**config.mk**
```make
export PLATFORM = sky130hd
export DESIGN_NAME = isma_sample_header_parser_unit
export DESIGN_NICKNAME = d
export VERILOG_FILES = /design/src/rtl/core/isp_pkg.sv /design/src/rtl/core/isp_parse.sv /design/src/rtl/core/isp_out_fifo.sv /design/src/rtl/core/isma_sample_header_parser_unit.sv
export SDC_FILE = /design/constraint.sdc
export NUM_CORES = 1
export LEC_CHECK = 0
export BUFFER_PORTS_ARGS = -buffer_cell sky130_fd_sc_hd__buf_2
export CORE_ASPECT_RATIO = 1.1
export CORE_MARGIN = 2
export CORE_UTILIZATION = 30
export CTS_BUF_LIST = sky130_fd_sc_hd__clkbuf_16
export DETAILED_ROUTE_END_ITERATION = 8
export PLACE_DENSITY = 0.45
export SYNTH_ARGS = -nofsm -noshare
export SYNTH_HDL_FRONTEND = slang
export SYNTH_SLANG_ARGS = --single-unit
export TNS_END_PERCENT = 10
```
**constraint.sdc**
```tcl
create_clock -name clk -period 5 [get_ports clk]
set_input_delay 0.5 -clock clk [delete_from_list [all_inputs] [get_ports clk]]
set_output_delay 0.5 -clock clk [all_outputs]
set_load 0.01 [all_outputs]
```
**src/rtl/core/isp_pkg.sv**
```systemverilog
// Shared types and constants for the sample header parser.
package isp_pkg;

    localparam int MAX_IV_BYTES_DEF = 8;
    localparam int VALUE_W          = 64;
    localparam int FIFO_DEPTH       = 4;
    localparam int CFG_IDX_W        = 2;
    localparam int CFG_DATA_W       = 8;

    localparam logic [CFG_IDX_W-1:0] REG_SELECTIVE_MODE = 2'd0;
    localparam logic [CFG_IDX_W-1:0] REG_IV_BYTES       = 2'd1;
    localparam logic [CFG_IDX_W-1:0] REG_KEY_IND_BYTES  = 2'd2;

    localparam logic [1:0] KIND_IV      = 2'd0;
    localparam logic [1:0] KIND_KEY_IND = 2'd1;
    localparam logic [1:0] KIND_PAYLOAD = 2'd2;
    localparam logic [1:0] KIND_STATUS  = 2'd3;

    typedef struct packed {
        logic [7:0] byte_value;
        logic       is_final;
    } isp_in_t;

    typedef struct packed {
        logic [1:0]         kind;
        logic [VALUE_W-1:0] value;
        logic               encrypted;
        logic               status;
        logic               last_of_run;
    } isp_out_t;

    typedef struct packed {
        logic       selective_mode;
        logic [3:0] iv_bytes;
        logic [7:0] key_ind_bytes;
    } isp_cfg_t;

    typedef struct packed {
        logic [1:0] cnt;
        isp_out_t   r0;
        isp_out_t   r1;
    } isp_push_t;

endpackage

```
**src/rtl/core/isp_parse.sv**
```systemverilog
// Per-byte header parse: phase, counters, vector gather and result generation.
module isp_parse #(
    parameter int MAX_IV_BYTES = isp_pkg::MAX_IV_BYTES_DEF
) (
    input  logic                clk,
    input  logic                rst_n,
    input  logic                accept,
    input  isp_pkg::isp_in_t    item,
    input  isp_pkg::isp_cfg_t   cfg,
    output isp_pkg::isp_push_t  push
);

    localparam int         ACC_W     = 8 * MAX_IV_BYTES;
    localparam logic [3:0] MAX_IV_W  = 4'(MAX_IV_BYTES);

    typedef enum logic [3:0] {
        PH_FIRST = 4'b0001,
        PH_IV    = 4'b0010,
        PH_KI    = 4'b0100,
        PH_PAY   = 4'b1000
    } isp_phase_t;

    isp_phase_t       phase_reg, phase_next;
    logic [7:0]       cnt_reg, cnt_next;
    logic [ACC_W-1:0] acc_reg, acc_next;
    logic             enc_reg, enc_next;

    logic             first;
    logic             enc_cur;
    logic [3:0]       iv_eff;
    isp_phase_t       after_iv_ph;
    isp_phase_t       after_first_ph;
    isp_phase_t       ph;
    logic [7:0]       cnt;
    logic [7:0]       cnt_inc;
    logic [ACC_W-1:0] acc;
    logic [ACC_W-1:0] acc_sh;
    logic             consumed;
    logic             dat_valid;
    isp_pkg::isp_out_t dat;
    isp_pkg::isp_out_t st;

    assign first          = (phase_reg == PH_FIRST);
    assign enc_cur        = first ? (cfg.selective_mode ? item.byte_value[7] : 1'b1) : enc_reg;
    assign iv_eff         = (cfg.iv_bytes > MAX_IV_W) ? MAX_IV_W : cfg.iv_bytes;
    assign after_iv_ph    = (enc_cur && cfg.key_ind_bytes != 8'd0) ? PH_KI : PH_PAY;
    assign after_first_ph = (enc_cur && iv_eff != 4'd0) ? PH_IV : after_iv_ph;

    always_comb
    begin
        ph        = first ? after_first_ph : phase_reg;
        cnt       = first ? 8'd0 : cnt_reg;
        acc       = first ? '0 : acc_reg;
        consumed  = first && cfg.selective_mode;
        cnt_inc   = cnt + 8'd1;
        acc_sh    = (acc << 8) | ACC_W'(item.byte_value);
        dat_valid = 1'b0;
        dat       = '0;
        dat.encrypted = enc_cur;

        if (!consumed)
        begin
            dat_valid = 1'b1;
            priority if (ph == PH_IV)
            begin
                acc = acc_sh;
                cnt = cnt_inc;
                dat_valid = 1'b0;
                if (cnt_inc >= {4'd0, iv_eff})
                begin
                    dat_valid  = 1'b1;
                    dat.kind   = isp_pkg::KIND_IV;
                    dat.value  = isp_pkg::VALUE_W'(acc_sh);
                    cnt        = 8'd0;
                    ph         = after_iv_ph;
                end
            end
            else if (ph == PH_KI)
            begin
                dat.kind  = isp_pkg::KIND_KEY_IND;
                dat.value = isp_pkg::VALUE_W'(item.byte_value);
                cnt       = cnt_inc;
                if (cnt_inc >= cfg.key_ind_bytes)
                begin
                    cnt = 8'd0;
                    ph  = PH_PAY;
                end
            end
            else
            begin
                dat.kind  = isp_pkg::KIND_PAYLOAD;
                dat.value = isp_pkg::VALUE_W'(item.byte_value);
            end
        end

        st             = '0;
        st.kind        = isp_pkg::KIND_STATUS;
        st.encrypted   = enc_cur;
        st.status      = (ph == PH_IV) || (ph == PH_KI);
        st.last_of_run = 1'b1;

        phase_next = ph;
        cnt_next   = cnt;
        acc_next   = acc;
        enc_next   = enc_cur;
        if (item.is_final)
        begin
            phase_next = PH_FIRST;
            cnt_next   = 8'd0;
            acc_next   = '0;
            enc_next   = 1'b0;
        end

        push = '0;
        if (dat_valid)
        begin
            push.r0  = dat;
            push.r1  = st;
            push.cnt = item.is_final ? 2'd2 : 2'd1;
        end
        else
        begin
            push.r0  = st;
            push.r1  = st;
            push.cnt = item.is_final ? 2'd1 : 2'd0;
        end
        if (!accept)
        begin
            push.cnt = 2'd0;
        end
    end

    always_ff @(posedge clk or negedge rst_n)
    begin
        if (!rst_n)
        begin
            phase_reg <= PH_FIRST;
            cnt_reg   <= 8'd0;
            acc_reg   <= '0;
            enc_reg   <= 1'b0;
        end
        else if (accept)
        begin
            phase_reg <= phase_next;
            cnt_reg   <= cnt_next;
            acc_reg   <= acc_next;
            enc_reg   <= enc_next;
        end
    end

endmodule

```
**src/rtl/core/isp_out_fifo.sv**
```systemverilog
// Result queue: takes up to two items per cycle, hands out one per cycle unless res_stall.
module isp_out_fifo (
    input  logic               clk,
    input  logic               rst_n,
    input  isp_pkg::isp_push_t push,
    output logic               room,
    output logic               res_valid,
    input  logic               res_stall,
    output isp_pkg::isp_out_t  res_item
);

    localparam int PTR_W = $clog2(isp_pkg::FIFO_DEPTH);
    localparam int CNT_W = PTR_W + 1;
    localparam logic [CNT_W-1:0] ROOM_MAX = CNT_W'(isp_pkg::FIFO_DEPTH - 2);

    isp_pkg::isp_out_t mem_reg [isp_pkg::FIFO_DEPTH];
    logic [PTR_W-1:0]  wr_ptr_reg, wr_ptr_next;
    logic [PTR_W-1:0]  rd_ptr_reg, rd_ptr_next;
    logic [CNT_W-1:0]  count_reg, count_next;
    logic              pop;

    assign res_valid = (count_reg != '0);
    assign res_item  = mem_reg[rd_ptr_reg];
    assign room      = (count_reg <= ROOM_MAX);
    assign pop       = res_valid && !res_stall;

    assign wr_ptr_next = wr_ptr_reg + PTR_W'(push.cnt);
    assign rd_ptr_next = rd_ptr_reg + PTR_W'(pop);
    assign count_next  = count_reg + CNT_W'(push.cnt) - CNT_W'(pop);

    always_ff @(posedge clk)
    begin
        if (push.cnt != 2'd0)
        begin
            mem_reg[wr_ptr_reg] <= push.r0;
        end
        if (push.cnt == 2'd2)
        begin
            mem_reg[wr_ptr_reg + PTR_W'(1)] <= push.r1;
        end
    end

    always_ff @(posedge clk or negedge rst_n)
    begin
        if (!rst_n)
        begin
            wr_ptr_reg <= '0;
            rd_ptr_reg <= '0;
            count_reg  <= '0;
        end
        else
        begin
            wr_ptr_reg <= wr_ptr_next;
            rd_ptr_reg <= rd_ptr_next;
            count_reg  <= count_next;
        end
    end

endmodule

```
**src/rtl/core/isma_sample_header_parser_unit.sv**
```systemverilog
// Top level of the sample header parser: config registers, parse stage, result queue.
//
//   channel   direction  handshake               payload
//   byte      in         byte_valid/byte_stall   byte_item (isp_in_t)
//   res       out        res_valid/res_stall     res_item (isp_out_t)
//   cfg       in         cfg_wr_en               cfg_index, cfg_wdata
//
// One byte item per cycle unless byte_stall; each byte gives zero, one or two result items.
// Result items are registered in the result queue before they appear; the queue sends one per cycle unless res_stall.
// Byte items stall while the queue has fewer than two free entries.
// Reset returns the parser to the first-byte phase and empties the queue.
module isma_sample_header_parser_unit #(
    parameter int MAX_IV_BYTES = isp_pkg::MAX_IV_BYTES_DEF
) (
    input  logic                              clk,
    input  logic                              rst_n,
    input  logic                              byte_valid,
    output logic                              byte_stall,
    input  isp_pkg::isp_in_t                  byte_item,
    output logic                              res_valid,
    input  logic                              res_stall,
    output isp_pkg::isp_out_t                 res_item,
    input  logic                              cfg_wr_en,
    input  logic [isp_pkg::CFG_IDX_W-1:0]     cfg_index,
    input  logic [isp_pkg::CFG_DATA_W-1:0]    cfg_wdata
);

    isp_pkg::isp_cfg_t  cfg_reg;
    isp_pkg::isp_push_t push;
    logic               room;
    logic               accept;

    assign byte_stall = !room;
    assign accept     = byte_valid && room;

    always_ff @(posedge clk or negedge rst_n)
    begin
        if (!rst_n)
        begin
            cfg_reg <= '0;
        end
        else if (cfg_wr_en)
        begin
            unique case (cfg_index)
                isp_pkg::REG_SELECTIVE_MODE: cfg_reg.selective_mode <= cfg_wdata[0];
                isp_pkg::REG_IV_BYTES:       cfg_reg.iv_bytes       <= cfg_wdata[3:0];
                isp_pkg::REG_KEY_IND_BYTES:  cfg_reg.key_ind_bytes  <= cfg_wdata;
                default:                     cfg_reg                <= cfg_reg;
            endcase
        end
    end

    isp_parse #(
        .MAX_IV_BYTES (MAX_IV_BYTES)
    ) u_parse (
        .clk    (clk),
        .rst_n  (rst_n),
        .accept (accept),
        .item   (byte_item),
        .cfg    (cfg_reg),
        .push   (push)
    );

    isp_out_fifo u_fifo (
        .clk       (clk),
        .rst_n     (rst_n),
        .push      (push),
        .room      (room),
        .res_valid (res_valid),
        .res_stall (res_stall),
        .res_item  (res_item)
    );

    a_final_gives_result: assert property (@(posedge clk) disable iff (!rst_n)
        accept && byte_item.is_final |=> res_valid)
        else $error("final byte produced no result");

    a_stall_only_when_full: assert property (@(posedge clk) disable iff (!rst_n)
        byte_stall |-> res_valid)
        else $error("input stalled with empty result queue");

    a_last_is_status: assert property (@(posedge clk) disable iff (!rst_n)
        res_valid && res_item.last_of_run |-> res_item.kind == isp_pkg::KIND_STATUS)
        else $error("last_of_run on a non-status result");

    a_status_only_at_end: assert property (@(posedge clk) disable iff (!rst_n)
        res_valid && res_item.kind != isp_pkg::KIND_STATUS
            |-> !res_item.status && !res_item.last_of_run)
        else $error("status bits set on a data result");

endmodule
```
==> results of run 1 <==
path summary, 6_finish.rpt:
path	startpoint	endpoint	slack, ps	depth (start not counted)
setup / recovery	u_parse.phase_reg[0]	u_fifo.count_reg[2]	200	19
hold / removal	rst_n	u_parse.acc_reg[39]	80	1
setup reg to reg	u_parse.phase_reg[0]	u_fifo.count_reg[2]	200	19
hold reg to reg	u_fifo.mem_reg[3][55]	u_fifo.mem_reg[3][55]	470	1
max in group asynchronous	rst_n	u_parse.acc_reg[45]	3950	2
min in group clk	cfg_wdata[4]	cfg_reg[4]	160	2
power by group:
group | internal, W | switching (W) | total [W]
registers | 0.00324 | 0.000466 | 0.00371
logic | 0.000959 | 0.00120 | 0.00216
clock network | 0.00182 | 0.00124 | 0.00306
total | 0.00602 | 0.00291 | 0.00893
what timing repair did:
item / CTS / global route
gates cloned: 0 / 0
endpoints found under the setup margin: 1 / 236
gates resized for setup: 2 / 7
setup buffers: 0 / 0
layer usage:
metal	GRT usage, %	wire length, um	up-vias
li1	-	-	4478
met1	22.5	18600	5023
met2	27.5	19500	199
met3	3.06	1750	61
met4	5.39	894	4
met5	0	24	-
per-stage QoR:
stage / cell area, um^2 / hold WS [ps] / utilization [%]
after floorplan: 14200 / 204 / -
after global placement: 15600 / 456 / 33.4
after detailed placement: 15600 / 458 / 33.4
after CTS: 17000 / 88.9 / 36.4
after global routing: 17000 / 134 / 36.5
final: 17000 / 78.0 / 36.5
Yosys cell counts, types with 2 or more instances:
library cell    n
nand3_1         7
edfxtp_1        8
mux2_2         13
and2_1          5
dfrtp_1        88
o21ai_1         8
nand3_2         2
nand2b_1        8
nand3b_1        2
nor2_1         40
a21boi_0        2
nor4_1          6
a21oi_1        14
o31ai_1         5
nor2b_1        10
xor2_1          4
clkbuf_1       42
and3_1          6
o21a_1          2
a21o_1          7
buf_2          22
a31oi_1         6
nor3_1          6
xnor2_1         4
or3_1           2
nor4b_1         3
mux4_2         69
buf_1          21
a22o_1        313
nand2_1        29
ha_1           18
nor3b_1         4
a2bb2oi_1       5
dfxtp_1       268
inv_1          21
o21ai_0        12
kinds of logic after synthesis:
logic type      count (synthesis)  share of synthesized area [%]
buf+inv                       107                           3.05
xor+xnor                        8                          0.494
simple gates                  136                           4.97
mux                            82                           12.0
fa+ha+maj                      20                           1.80
flops                         365                           55.3
compound gates                382                           22.4
layout make-up:
type                    instances  share of cell area (%)
flip-flops and latches        365                    46.0
multi-input cells             628                    35.5
clock buffers                  48                    7.05
repair buffers                134                    5.50
well taps                     595                    4.37
clock inverters                30                    1.11
inverters                      21                   0.463
worst max-delay path, cell delays in order, from the launching register on:
cell,delay (ps)
dfstp_2,520
or4b_4,500
and2_1,190
ha_1,250
and3_2,260
a311oi_1,280
nor4_1,90
or4_4,580
o21ai_4,150
inv_1,80
ha_4,310
and3_1,180
inv_1,50
ha_1,260
inv_1,60
ha_1,130
inv_1,50
fa_1,460
xor2_2,170
xnor2_1,130
==> impl_metrics.yaml, run 1 <==
critical_path:
  end_kind: "flop"
  setup.worst_path.start_class: "flop"
  required_ps: 5450
  worstSetupPathType: "flop to flop"
  worst-path-max-fanout: 7
  cp_data_arrival_time_ps: 5260
job:
  drv_cap: 0
finish:
  instances_no_fill: 1821
  final_common_cell: "a22o_1"
  antenna_cells: 0
  layout-drive-gt1-share_pct: 24.9
  largest_register_ffs: 276
  nets: 1235
  multiInputGateArea_mm2: 0.00604
  area_delta_synth_final_pct: 20.1
  area.sequential_mm2: 0.00784
  layout_common_cells: "313 x a22o_1, 268 x dfxtp_1, 93 x buf_2, 86 x dfrtp_1, 69 x mux4_2"
  fillCellCount: 4497
synthesis:
  synth_area_mm2: 0.0142
  syn_nets: 1143
  yosys.area.top_type: "dfxtp_1"
  synth_top_area_share_pct: 37.9
  yosysUniqueCellTypes: 54
  ys_warn_count: 0
  synth_area_leaders: "dfxtp_1 38%, a22o_1 19%, dfrtp_1 16%, mux4_2 11%, edfxtp_1 1.7%"
  synth.avg_cell_area_um2: 12.9
  async_reset_ff_share_pct: 24.4
  synth-edff-count: 8
  ys_seq_area_share_pct: 55.3
  synthCells: 1100
  ys.flop_type: "dfxtp_1"
  ys_ff_latch: 365
floorplanning:
  die_h_um: 232
  start_util_pct: 30.4
  row_count: 83
  ioPinCount: 95
  core_mm2: 0.0466
  dieArea_mm2: 0.0490
  die_width_um: 211
pwr:
  p_leak_nw: 7.12
  power_density_mw_per_mm2: 524
  p_total_w: 0.00893
  peakVddDrop_v: 0.000226
sta:
  tns_ps: 0
  finalSetupViolations: 0
  skew_ps: 26.8
  tightest_slew_ps: 1100
  hold_viol: 0
  max_freq_mhz: 208
  max-slew-margin-rel_pct: 26.6
  period_share_pct: 96.1
  rsz0062_at_grt: "false"
  setup_slack_ps: 196
  drv_slew: 0
  period_minus_slack_ps: 4800
global_routing:
  grt_max_degree: 65
  gr-total-overflow: 0
  grt.total_usage_pct: 16.8
  grt_pass1_wl_um: 63400
  grt_pass1_vias: 10152
  antenna_found_initial: 2
clock_tree:
  cts_buffers: 42
  cts.sinks: 365
  cts-root-buf: "clkbuf_16"
  htree_levels: 2
  ctsHoldBuffers: 0
  clock_path_buffers: 3
  clk_pin_slew_ps: 60
  clkLatencyLatePin_ps: 570
  cts_tree: "built"
place:
  portBuffers: 94
  hpwl_um: 24500
  placed_cells: 1743
  pre_cts_slack_ps: 19.1
  place_congestion: 0.786
drt:
  drt-initial-drc-count: 557
  vias: 9765
  drcViolationCount: 0
  wl_um: 40800
  ant_nets: 0
  via_per_inst: 5.36
  wl_per_cell_um: 22.4
  firstDrtPassIters: 4
worst_hold_path:
  min_path_type: "input port to async pin"
outcome:
  outcome: "complete, no violations"
Note: power is estimated with default switching activity, not from simulation.
==> inputs of run 2 (changes only) <==
Settings changed: CTS_CLUSTER_SIZE set to 14, PLACE_DENSITY 0.45 to 0.54.
==> run 2 against run 1 <==
Clock skew is 2.9 ps lower. Critical endpoint is now u_fifo.mem_reg[3][23]. First-iteration DRC count is 14% higher. Highest routed layer unchanged. Clock power is 6% lower. Critical path depth is 2 lower. Count of clock-buffer cells in the layout is 5 lower. Non-clock buffer count is 11 lower. Total power is 2.9% lower. Largest cell class unchanged. Setup slack better by 130 ps. Routed wire length is 4.6% lower. Worst hold slack worse by 22 ps. Global-route usage is 0.90 points lower.
==> impl_metrics.yaml, run 2 (same netlist as run 1, synthesis figures left out) <==
sta:
  drv_slew: 0
  tightest_slew_ps: 1100
  max-slew-margin-rel_pct: 26.5
  whs_ps: 55.5
  period_share_pct: 93.5
  hold_viol: 0
  period_minus_slack_ps: 4680
  rsz0062_at_grt: "false"
  tns_ps: 0
  max_freq_mhz: 214
  skew_ps: 23.9
  finalSetupViolations: 0
drt:
  via_per_inst: 5.45
  firstDrtPassIters: 5
  vias: 9850
  wl_per_cell_um: 21.5
  drcViolationCount: 0
  wl_um: 38900
  ant_nets: 0
  drt-initial-drc-count: 637
finish:
  layout-drive-gt1-share_pct: 23.4
  fillCellCount: 4483
  layout_common_cells: "313 x a22o_1, 268 x dfxtp_1, 93 x buf_2, 86 x dfrtp_1, 69 x mux4_2"
  final_common_cell: "a22o_1"
  area_delta_synth_final_pct: 18.5
  largest_register_ffs: 276
  fin_area_mm2: 0.0168
  nets: 1222
  antenna_cells: 0
worst_hold_path:
  min_path_type: "input port to async pin"
place:
  place_congestion: 0.827
  portBuffers: 94
  place_area_mm2: 0.0155
  hpwl_um: 23200
floorplanning:
  ioPinCount: 95
  start_util_pct: 30.4
  row_count: 83
  core_mm2: 0.0466
  die_width_um: 211
  dieArea_mm2: 0.0490
  die_h_um: 232
pwr:
  p_total_w: 0.00867
  switchingPower_w: 0.00283
  p_leak_nw: 7.01
  peakVddDrop_v: 0.000237
  power_density_mw_per_mm2: 516
  seq_power_share_pct: 42.9
  swShare_pct: 32.6
  p_int_w: 0.00584
  comb_power_share_pct: 23.9
  clock_power_share_pct: 33.2
critical_path:
  worst-path-max-fanout: 37
  setup.worst_path.start_class: "flop"
  r2r_slack_ps: 320
  cp_data_arrival_time_ps: 5110
  required_ps: 5430
  worstSetupPathType: "flop to flop"
  end_kind: "flop"
clock_tree:
  cts-root-buf: "clkbuf_16"
  cts_setup_buffers: 0
  cts.sinks: 365
  htree_levels: 2
  clock_path_buffers: 3
  clkLatencyLatePin_ps: 560
  post_cts_resized: 0
  clk_pin_slew_ps: 60
  ctsHoldBuffers: 0
  cts_buffers: 40
  cts_tree: "built"
global_routing:
  gr-total-overflow: 0
  grt_pass1_wl_um: 60800
  grt_pass1_vias: 10127
  antenna_found_initial: 2
  grt_max_degree: 63
  grt.total_usage_pct: 15.9
job:
  drv_cap: 0
outcome:
  outcome: "complete, no violations"
## run 2: cell count changes in the layout (fill, tap and decap cells not counted), sizes merged
cell	delta
clkinv	-5
inv	+8
clkbuf	-5
buf	-11
clkinvlp	-2
## run 2: worst max-delay path, stage by stage, from the launching register on
cell and delay, ps:
dfstp_2 520, or4b_4 480, and2_1 200, ha_2 230
xnor2_2 160, ha_1 290, o21ai_0 160, a21oi_1 70
or4_4 470, o21ai_2 150, inv_1 80, ha_4 300
nor2_1 60, nor2_1 300, and3_1 360, nor2_4 80
buf_4 320, a22o_1 310
## run 2: routing by layer
layer / share of wire, % / vias up / GRT usage (%)
met3: 4.9 / 55 / 2.91
li1: - / 4462 / -
met4: 1.9 / 2 / 4.34
met5: 0.021 / - / 0
met2: 48 / 263 / 26.6
met1: 45 / 5068 / 21.1
## run 2: area by class of cell
type / count / area (um^2) / share of cell area, %
Timing Repair Buffer: 123 / 816 / 4.86
Tap cell: 595 / 744 / 4.43
Clock buffer: 43 / 1080 / 6.41
Multi-Input combinational cell: 628 / 6030 / 35.9
Sequential cell: 365 / 7840 / 46.7
Inverter: 21 / 78.8 / 0.469
Clock inverter: 31 / 209 / 1.24
## run 2: final timing paths
check                                startpoint                    end  cells after the start
setup / recovery           u_parse.phase_reg[0]  u_fifo.mem_reg[3][23]                     17
hold / removal                            rst_n             cfg_reg[6]                      1
setup reg to reg           u_parse.phase_reg[0]  u_fifo.mem_reg[3][23]                     17
hold reg to reg            u_fifo.mem_reg[2][3]   u_fifo.mem_reg[2][3]                      1
max in group asynchronous                 rst_n    u_parse.acc_reg[18]                      2
min in group clk                   cfg_wdata[6]             cfg_reg[6]                      2
## run 2: power groups by stage
stage          clock, W  combinational (W)  sequential (W)
2_1_floorplan         0            0.00156         0.00345
3_3_place_gp          0            0.00205         0.00378
3_5_place_dp          0            0.00206         0.00378
4_1_cts         0.00295            0.00207         0.00373
5_1_grt         0.00307            0.00226         0.00378
6_report        0.00287            0.00207         0.00372
## run 2: through the flow
| step | util (%) | cells | setup WS, ps |
|---|---|---|---|
| 2_1_floorplan | - | 1100 | 5.41 |
| 3_3_place_gp | 33.2 | 1732 | 143 |
| 3_5_place_dp | 33.2 | 1732 | 56.0 |
| 4_1_cts | 35.9 | 1806 | 43.3 |
| 5_1_grt | 36.0 | 1806 | 33.7 |
| 6_report | 36.0 | 1806 | 323 |
